===== config.mk =====
export PLATFORM = sky130hd
export DESIGN_NAME = triangle_scanline_span_unit
export DESIGN_NICKNAME = d
export VERILOG_FILES = /design/src/rtl/core/tss_pkg.sv /design/src/rtl/core/tss_front.sv /design/src/rtl/core/tss_queue.sv /design/src/rtl/core/tss_edge.sv /design/src/rtl/core/triangle_scanline_span_unit.sv
export SDC_FILE = /design/constraint.sdc
export NUM_CORES = 2
export LEC_CHECK = 0
export ABC_CLOCK_PERIOD_IN_PS = 83000
export BUFFER_PORTS_ARGS = -buffer_cell sky130_fd_sc_hd__clkbuf_2
export CAP_MARGIN = 10
export CELL_PAD_IN_SITES_DETAIL_PLACEMENT = 0
export CELL_PAD_IN_SITES_GLOBAL_PLACEMENT = 1
export CORE_MARGIN = 2
export CORE_UTILIZATION = 45
export CTS_CLUSTER_SIZE = 12
export DETAILED_ROUTE_END_ITERATION = 8
export PLACE_DENSITY_LB_ADDON = 0.1
export SYNTH_ARGS = -nofsm -noshare
export SYNTH_HDL_FRONTEND = slang
export SYNTH_SLANG_ARGS = --single-unit

===== constraint.sdc =====
create_clock -name i_clk -period 83 [get_ports i_clk]
set_input_delay 16.6 -clock i_clk [delete_from_list [all_inputs] [get_ports i_clk]]
set_output_delay 16.6 -clock i_clk [all_outputs]
set_load 0.1 [all_outputs]

===== src/rtl/core/tss_pkg.sv =====
// ----------------------------------------------------------------------------
// tss_pkg
// Shared widths and types for the triangle scanline span unit.
// ----------------------------------------------------------------------------
package tss_pkg;

    // Width of every coordinate.
    localparam int CB = 12;
    // Depth of the queue between the front and the back part.
    localparam int QDEPTH = 4;
    localparam int QPTR_W = $clog2(QDEPTH);

    // One edge that is ready to be evaluated on the row.
    typedef struct packed {
        logic [CB-1:0] xs;    // x of the start vertex
        logic [CB-1:0] dxm;   // magnitude of the x change along the edge
        logic          neg;   // x decreases along the edge
        logic [CB-1:0] t;     // row minus start y
        logic [CB-1:0] dy;    // y extent of the edge, never zero
    } t_edge;

    // One classified word as it waits in the queue.
    typedef struct packed {
        logic  covered;
        t_edge short_e;
        t_edge long_e;
    } t_job;

endpackage


===== src/rtl/core/tss_front.sv =====
// ----------------------------------------------------------------------------
// tss_front
// Sorts the vertices by y, checks the row and picks the short and long edges.
// ----------------------------------------------------------------------------
module tss_front
    import tss_pkg::*;
(
    input  logic [CB-1:0] i_apex_x,
    input  logic [CB-1:0] i_apex_y,
    input  logic [CB-1:0] i_first_x,
    input  logic [CB-1:0] i_first_y,
    input  logic [CB-1:0] i_second_x,
    input  logic [CB-1:0] i_second_y,
    input  logic [CB-1:0] i_row_y,
    output t_job          o_job
);

    logic [CB-1:0] x0, y0, x1, y1, x2, y2;
    logic          cov;

    // Build one edge record; an uncovered row collapses to a zero result.
    function automatic t_edge make_edge(input logic [CB-1:0] xs, input logic [CB-1:0] ys,
                                        input logic [CB-1:0] xe, input logic [CB-1:0] ye,
                                        input logic [CB-1:0] row, input logic c);
        t_edge e;
        e.neg = (xe < xs);
        e.dxm = e.neg ? (xs - xe) : (xe - xs);
        e.t   = row - ys;
        e.dy  = (ye == ys) ? CB'(1) : (ye - ys);
        e.xs  = xs;
        if (!c) begin
            e.xs  = '0;
            e.dxm = '0;
            e.t   = '0;
            e.dy  = CB'(1);
            e.neg = 1'b0;
        end
        return e;
    endfunction

    // Sort the vertices by y; tied vertices do not always keep their input order.
    always_comb begin
        if (i_apex_y > i_first_y && i_apex_y > i_second_y) begin
            x2 = i_apex_x; y2 = i_apex_y;
            if (i_first_y > i_second_y) begin
                x0 = i_second_x; y0 = i_second_y; x1 = i_first_x; y1 = i_first_y;
            end else begin
                x0 = i_first_x; y0 = i_first_y; x1 = i_second_x; y1 = i_second_y;
            end
        end else if (i_apex_y < i_first_y && i_apex_y < i_second_y) begin
            x0 = i_apex_x; y0 = i_apex_y;
            if (i_second_y > i_first_y) begin
                x1 = i_first_x; y1 = i_first_y; x2 = i_second_x; y2 = i_second_y;
            end else begin
                x1 = i_second_x; y1 = i_second_y; x2 = i_first_x; y2 = i_first_y;
            end
        end else begin
            x1 = i_apex_x; y1 = i_apex_y;
            if (i_second_y > i_first_y) begin
                x0 = i_first_x; y0 = i_first_y; x2 = i_second_x; y2 = i_second_y;
            end else begin
                x0 = i_second_x; y0 = i_second_y; x2 = i_first_x; y2 = i_first_y;
            end
        end
    end

    // Pick the edges for this row.
    always_comb begin
        cov = (i_row_y >= y0) && (i_row_y <= y2);
        o_job.covered = cov;
        if (i_row_y <= y1) begin
            o_job.short_e = make_edge(x0, y0, x1, y1, i_row_y, cov);
        end else begin
            o_job.short_e = make_edge(x1, y1, x2, y2, i_row_y, cov);
        end
        o_job.long_e = make_edge(x0, y0, x2, y2, i_row_y, cov);
    end

endmodule


===== src/rtl/core/tss_queue.sv =====
// ----------------------------------------------------------------------------
// tss_queue
// Short queue of classified words between the front and the back part.
// ----------------------------------------------------------------------------
module tss_queue
    import tss_pkg::*;
(
    input  logic i_clk,
    input  logic i_rst_n,
    input  logic i_push,
    input  t_job i_data,
    input  logic i_pop,
    output t_job o_data,
    output logic o_empty,
    output logic o_full
);

    t_job                r_mem [QDEPTH];
    logic [QPTR_W-1:0]   r_wr, r_rd;
    logic [QPTR_W:0]     r_cnt;

    assign o_empty = (r_cnt == '0);
    assign o_full  = (r_cnt == (QPTR_W+1)'(QDEPTH));
    assign o_data  = r_mem[r_rd];

    // Entry storage.
    always_ff @(posedge i_clk) begin
        if (i_push) begin
            r_mem[r_wr] <= i_data;
        end
    end

    // Pointers and fill count.
    always_ff @(posedge i_clk) begin
        if (!i_rst_n) begin
            r_wr  <= '0;
            r_rd  <= '0;
            r_cnt <= '0;
        end else begin
            if (i_push) r_wr <= r_wr + 1'b1;
            if (i_pop)  r_rd <= r_rd + 1'b1;
            case ({i_push, i_pop})
                2'b10:   r_cnt <= r_cnt + 1'b1;
                2'b01:   r_cnt <= r_cnt - 1'b1;
                default: r_cnt <= r_cnt;
            endcase
        end
    end

endmodule


===== src/rtl/core/tss_edge.sv =====
// ----------------------------------------------------------------------------
// tss_edge
// Pipelined edge intercept: one multiply stage, then one quotient bit a stage.
// ----------------------------------------------------------------------------
module tss_edge
    import tss_pkg::*;
(
    input  logic          i_clk,
    input  logic          i_en,
    input  t_edge         i_edge,
    output logic [CB-1:0] o_x
);

    logic [CB-1:0] r_rem [CB+1];
    logic [CB-1:0] r_low [CB+1];
    logic [CB-1:0] r_q   [CB+1];
    logic [CB-1:0] r_dy  [CB+1];
    logic [CB-1:0] r_xs  [CB+1];
    logic          r_neg [CB+1];
    logic [2*CB-1:0] prod;
    logic [CB:0]     trial [CB];
    logic            fit   [CB];

    assign prod = {{CB{1'b0}}, i_edge.dxm} * {{CB{1'b0}}, i_edge.t};

    // Trial subtraction of each division stage.
    always_comb begin
        for (int k = 0; k < CB; k++) begin
            trial[k] = {r_rem[k], r_low[k][CB-1]};
            fit[k]   = (trial[k] >= {1'b0, r_dy[k]});
        end
    end

    // Multiply stage and restoring division stages.
    always_ff @(posedge i_clk) begin
        if (i_en) begin
            r_rem[0] <= prod[2*CB-1:CB];
            r_low[0] <= prod[CB-1:0];
            r_q[0]   <= '0;
            r_dy[0]  <= i_edge.dy;
            r_xs[0]  <= i_edge.xs;
            r_neg[0] <= i_edge.neg;
            for (int k = 0; k < CB; k++) begin
                r_rem[k+1] <= fit[k] ? CB'(trial[k] - {1'b0, r_dy[k]}) : trial[k][CB-1:0];
                r_low[k+1] <= {r_low[k][CB-2:0], 1'b0};
                r_q[k+1]   <= {r_q[k][CB-2:0], fit[k]};
                r_dy[k+1]  <= r_dy[k];
                r_xs[k+1]  <= r_xs[k];
                r_neg[k+1] <= r_neg[k];
            end
        end
    end

    // Floor toward minus infinity on a falling edge.
    assign o_x = r_neg[CB]
               ? (r_xs[CB] - r_q[CB] - CB'(r_rem[CB] != '0))
               : (r_xs[CB] + r_q[CB]);

endmodule


===== src/rtl/core/triangle_scanline_span_unit.sv =====
// ----------------------------------------------------------------------------
// triangle_scanline_span_unit
// Span ends of one triangle on one scanline row.
// ----------------------------------------------------------------------------
// Input channel: i_valid with o_stall; a word carries three vertices and a
// row, and is taken at a clock edge with i_valid high and o_stall low.
// Output channel: o_valid with i_stall; a word carries o_covered and the
// x ends on the short and on the long edge (both zero when not covered).
// Throughput: one word per cycle unless the receiver stalls. The front
// classifies in the accept cycle, a four-entry queue follows, then each
// edge runs through one multiply stage and twelve divider stages (one
// quotient bit each), then an output register.
// When the receiver stalls, the output word holds and the divider pipeline
// freezes; the queue keeps taking words until it is full, then o_stall rises.
// Reset (synchronous, active low) empties the queue and the pipeline.
// ----------------------------------------------------------------------------
module triangle_scanline_span_unit
    import tss_pkg::*;
(
    input  logic          i_clk,
    input  logic          i_rst_n,
    input  logic          i_valid,
    output logic          o_stall,
    input  logic [CB-1:0] i_apex_x,
    input  logic [CB-1:0] i_apex_y,
    input  logic [CB-1:0] i_first_x,
    input  logic [CB-1:0] i_first_y,
    input  logic [CB-1:0] i_second_x,
    input  logic [CB-1:0] i_second_y,
    input  logic [CB-1:0] i_row_y,
    output logic          o_valid,
    input  logic          i_stall,
    output logic          o_covered,
    output logic [CB-1:0] o_short_edge_x,
    output logic [CB-1:0] o_long_edge_x
);

    t_job          front_job, q_job;
    logic          q_empty, q_full, push, pop, adv;
    logic [CB:0]   r_vld, r_cov;
    logic [CB-1:0] sx, lx;
    logic          r_out_valid, r_out_cov;
    logic [CB-1:0] r_out_sx, r_out_lx;

    // The pipeline moves whenever the output register can take a word.
    assign adv     = !r_out_valid || !i_stall;
    assign push    = i_valid && !q_full;
    assign pop     = adv && !q_empty;
    assign o_stall = q_full;

    tss_front u_front (
        .i_apex_x   (i_apex_x),
        .i_apex_y   (i_apex_y),
        .i_first_x  (i_first_x),
        .i_first_y  (i_first_y),
        .i_second_x (i_second_x),
        .i_second_y (i_second_y),
        .i_row_y    (i_row_y),
        .o_job      (front_job)
    );

    tss_queue u_queue (
        .i_clk   (i_clk),
        .i_rst_n (i_rst_n),
        .i_push  (push),
        .i_data  (front_job),
        .i_pop   (pop),
        .o_data  (q_job),
        .o_empty (q_empty),
        .o_full  (q_full)
    );

    tss_edge u_short (
        .i_clk  (i_clk),
        .i_en   (adv),
        .i_edge (q_job.short_e),
        .o_x    (sx)
    );

    tss_edge u_long (
        .i_clk  (i_clk),
        .i_en   (adv),
        .i_edge (q_job.long_e),
        .o_x    (lx)
    );

    // Valid and covered flags travel beside the edge pipelines.
    always_ff @(posedge i_clk) begin
        if (!i_rst_n) begin
            r_vld <= '0;
        end else if (adv) begin
            r_vld <= {r_vld[CB-1:0], pop};
        end
    end

    always_ff @(posedge i_clk) begin
        if (adv) begin
            r_cov <= {r_cov[CB-1:0], q_job.covered};
        end
    end

    // Output register.
    always_ff @(posedge i_clk) begin
        if (!i_rst_n) begin
            r_out_valid <= 1'b0;
        end else if (adv) begin
            r_out_valid <= r_vld[CB];
        end
    end

    always_ff @(posedge i_clk) begin
        if (adv) begin
            r_out_cov <= r_cov[CB];
            r_out_sx  <= sx;
            r_out_lx  <= lx;
        end
    end

    assign o_valid        = r_out_valid;
    assign o_covered      = r_out_cov;
    assign o_short_edge_x = r_out_sx;
    assign o_long_edge_x  = r_out_lx;

    // An uncovered row always reports zero span ends.
    a_uncovered_zero: assert property (@(posedge i_clk) disable iff (!i_rst_n)
        (o_valid && !o_covered) |-> (o_short_edge_x == '0 && o_long_edge_x == '0))
        else $error("uncovered row with nonzero span end");

    // A stalled output freezes the divider pipeline.
    a_pipe_frozen: assert property (@(posedge i_clk) disable iff (!i_rst_n)
        (o_valid && i_stall) |=> $stable(r_vld))
        else $error("pipeline moved under output stall");

    // Nothing leaves the queue while the output is blocked.
    a_no_pop_blocked: assert property (@(posedge i_clk) disable iff (!i_rst_n)
        (o_valid && i_stall) |-> !pop)
        else $error("queue popped under output stall");

endmodule

==> results.md <==
* Clock transition at path regs at 0.06 ns
* Worst path depth at 24
* Clock skew at 0.0724 ns
* Drt pass-1 iters at 5
* Clk_lat worst skew at 0.84 ns
* Critical path type: input port to register
* Number of setup buffers added after CTS at 0
* DR WL/cell at 18.3 um
* IO Pins at 115
* DIE HEIGHT at 455 um
* Crit path DAT at 23.45 ns
* Yosys reg bits at 1707
* Max-slew violations at 0
* Nets@finish at 8297
* CP cell instances: clkbuf_2, inv_1, ha_1, nand2_1, nor3_1, o21ai_1, nand3_1, nand3_4, buf_4, o21ai_0, ha_1, inv_1, fa_1, a21o_1, a211oi_1, o21ai_1, nand2_1, o21ai_1, o221ai_4, buf_4, buf_4, or2_2, a21o_1, o22ai_1
* Num CTS Buffers at 185
* # DRC at 0
* Post-Route WL at 186000 um
* Run status: complete, no violations
* ANT nets after route at 0
* Critical path buffers and inverters at 6
* Crit end category: register
* # resized after CTS at 0
* Family with the most delay on the worst path: compound AO/OA/AOI/OAI gates
* Most frequent cells in the layout: edfxtp_1, inv_1, ha_1
* Hpwl dp at 137000 um
* Synth cell types at 92
* Synth warn at 0
* WP data required at 83.47 ns
* Hold Crit Start: u_short.r_xs[1][17]
* Max FO, Critical Path at 82
* CTS Hold Buffers Added at 0
* Root Driver: clkbuf_16
* Hold path cells at 0
* Post-synth EDFFs at 1684
* CTS H-tree lvls at 4
* CP startpoint: i_second_y[11]
* Worst-Margin Slew at 1.16 ns
* Most common cell after layout, fill and taps aside: edfxtp_1
* Die Width at 455 um
* Final Critical Period at 22.98 ns
* Initial Util at 45.3%
* Share of cells above drive strength 1 at 11.0%
* R2R cell count at 24
* Gr usage total at 18.1%
* Area growth syn-to-layout at 10.6%
* Global-route wire length before repair at 297000 um
* Synthesized area at 91600 sq um
* Rel. slew slack at 22.9%
* First DRT Iteration DRCs at 2939
* CP peak stage delay at 0.64 ns
* TNS Setup at 0 ns
* Antenna violations before repair at 12
* Maxcap violations at 0
* CTS max path bufs at 3
* Total gr overflow at 0
* Critical path's slowest cell: buf_4
* Post-synthesis cell count at 7110
* Startpoint type of the worst setup path: input port
* Via count at 52700
* Hold Path Class: register to register
* Largest net degree at the start of global routing at 113
* Endpoints failing setup at 0
* Async set-reset flop share out of synthesis at 0%
* Register area share after synthesis at 55.7%
* Synth Area per Inst at 12.9 sq um
* Row count at 165
* Vias in the first global route at 53900
* Core ar. at 202000 sq um
* FMAX at 43.5 MHz
* Syn Nets at 8093
* CTS sink count at 1707
* Port Buffer Count at 114
* TritonCTS clock tree: done
* RSZ-0062 raised after global routing: false
* DR vias/cell at 5.20
* Final hold vios at 0
* Prevailing post-synth register cell: edfxtp_1
* GPL Wtd Cong at 0.877
* Crit share post-route at 27.7%
* Die area at 207000 sq um
==> synth_stat cells, types with 115 or more instances <==
cell	n	area [sq um]
a21oi_1	282	1410
and2_1	146	913
edfxtp_1	1684	50600
fa_1	242	4840
ha_1	653	8170
inv_1	905	3400
mux2_2	211	2380
mux2i_1	124	1240
nand2_1	478	1790
nor2_1	440	1650
nor3_1	115	576
o21ai_0	213	1070
xnor2_1	204	1790
==> final timing paths <==
path         slack, ns                   end
min               0.39   u_short.r_xs[1][29]
max              60.02  u_queue.r_mem[0][55]
max reg2reg      74.35  u_short.r_rem[0][11]
min reg2reg       0.39   u_short.r_xs[1][29]
==> state kept, by name, summed over array words and instances (netlist names), 13 cells and up, named ones only <==
name / cells
u_queue.r_mem: 396
r_vld: 13
r_cov: 13
u_long.r_xs: 156
u_short.r_q: 78
u_long.r_q: 78
u_long.r_low: 78
u_short.r_xs: 156
u_short.r_dy: 144
u_short.r_neg: 13
u_short.r_low: 78
u_long.r_rem: 156
u_long.r_dy: 144
u_long.r_neg: 13
u_short.r_rem: 156
==> per-stage QoR <==
| step | area (sq um) | util, % | worst slack (ns) | hold slack [ns] | cells |
|---|---|---|---|---|---|
| after floorplan | 91600 | - | 29.00 | 0.400 | 7110 |
| after global placement | 95400 | 47.2 | 59.22 | 0.401 | 9799 |
| after detailed placement | 95400 | 47.2 | 59.20 | 0.405 | 9799 |
| after CTS | 101000 | 50.1 | 60.08 | 0.381 | 10100 |
| after global routing | 101000 | 50.1 | 59.50 | 0.398 | 10100 |
| final | 101000 | 50.1 | 60.02 | 0.385 | 10100 |
==> final cells by class <==
cell class / instances / area [sq um]
tap: 2672 / 3340
antenna: 4 / 10.0
inverter: 907 / 3410
sequential: 1707 / 51000
clock inverter: 94 / 1070
multi-input combinational: 4329 / 36500
timing repair buffer: 184 / 1100
fill: 17500 / 101000
clock buffer: 231 / 4810
==> cell families after synthesis <==
group / after synthesis / share of synthesized area (%)
AO/OA/AOI/OAI: 1110 / 8.01
buffers and inverters: 1074 / 4.53
XOR/XNOR: 279 / 2.67
adder cells (fa/ha/maj): 895 / 14.2
multiplexers: 467 / 6.79
flip-flops: 1707 / 55.7
AND/OR/NAND/NOR: 1578 / 8.08
==> per-layer routing <==
layer / global-route usage (%) / share of wire [%]
met1: 23.9 / 45
met2: 31.0 / 49
met3: 2.69 / 3.4
met4: 5.04 / 2.3
met5: 0 / 0.046
Power is left out: the tool's default activity adds up to more than one toggle a clock period on the data nets, which glitch-free logic cannot reach.
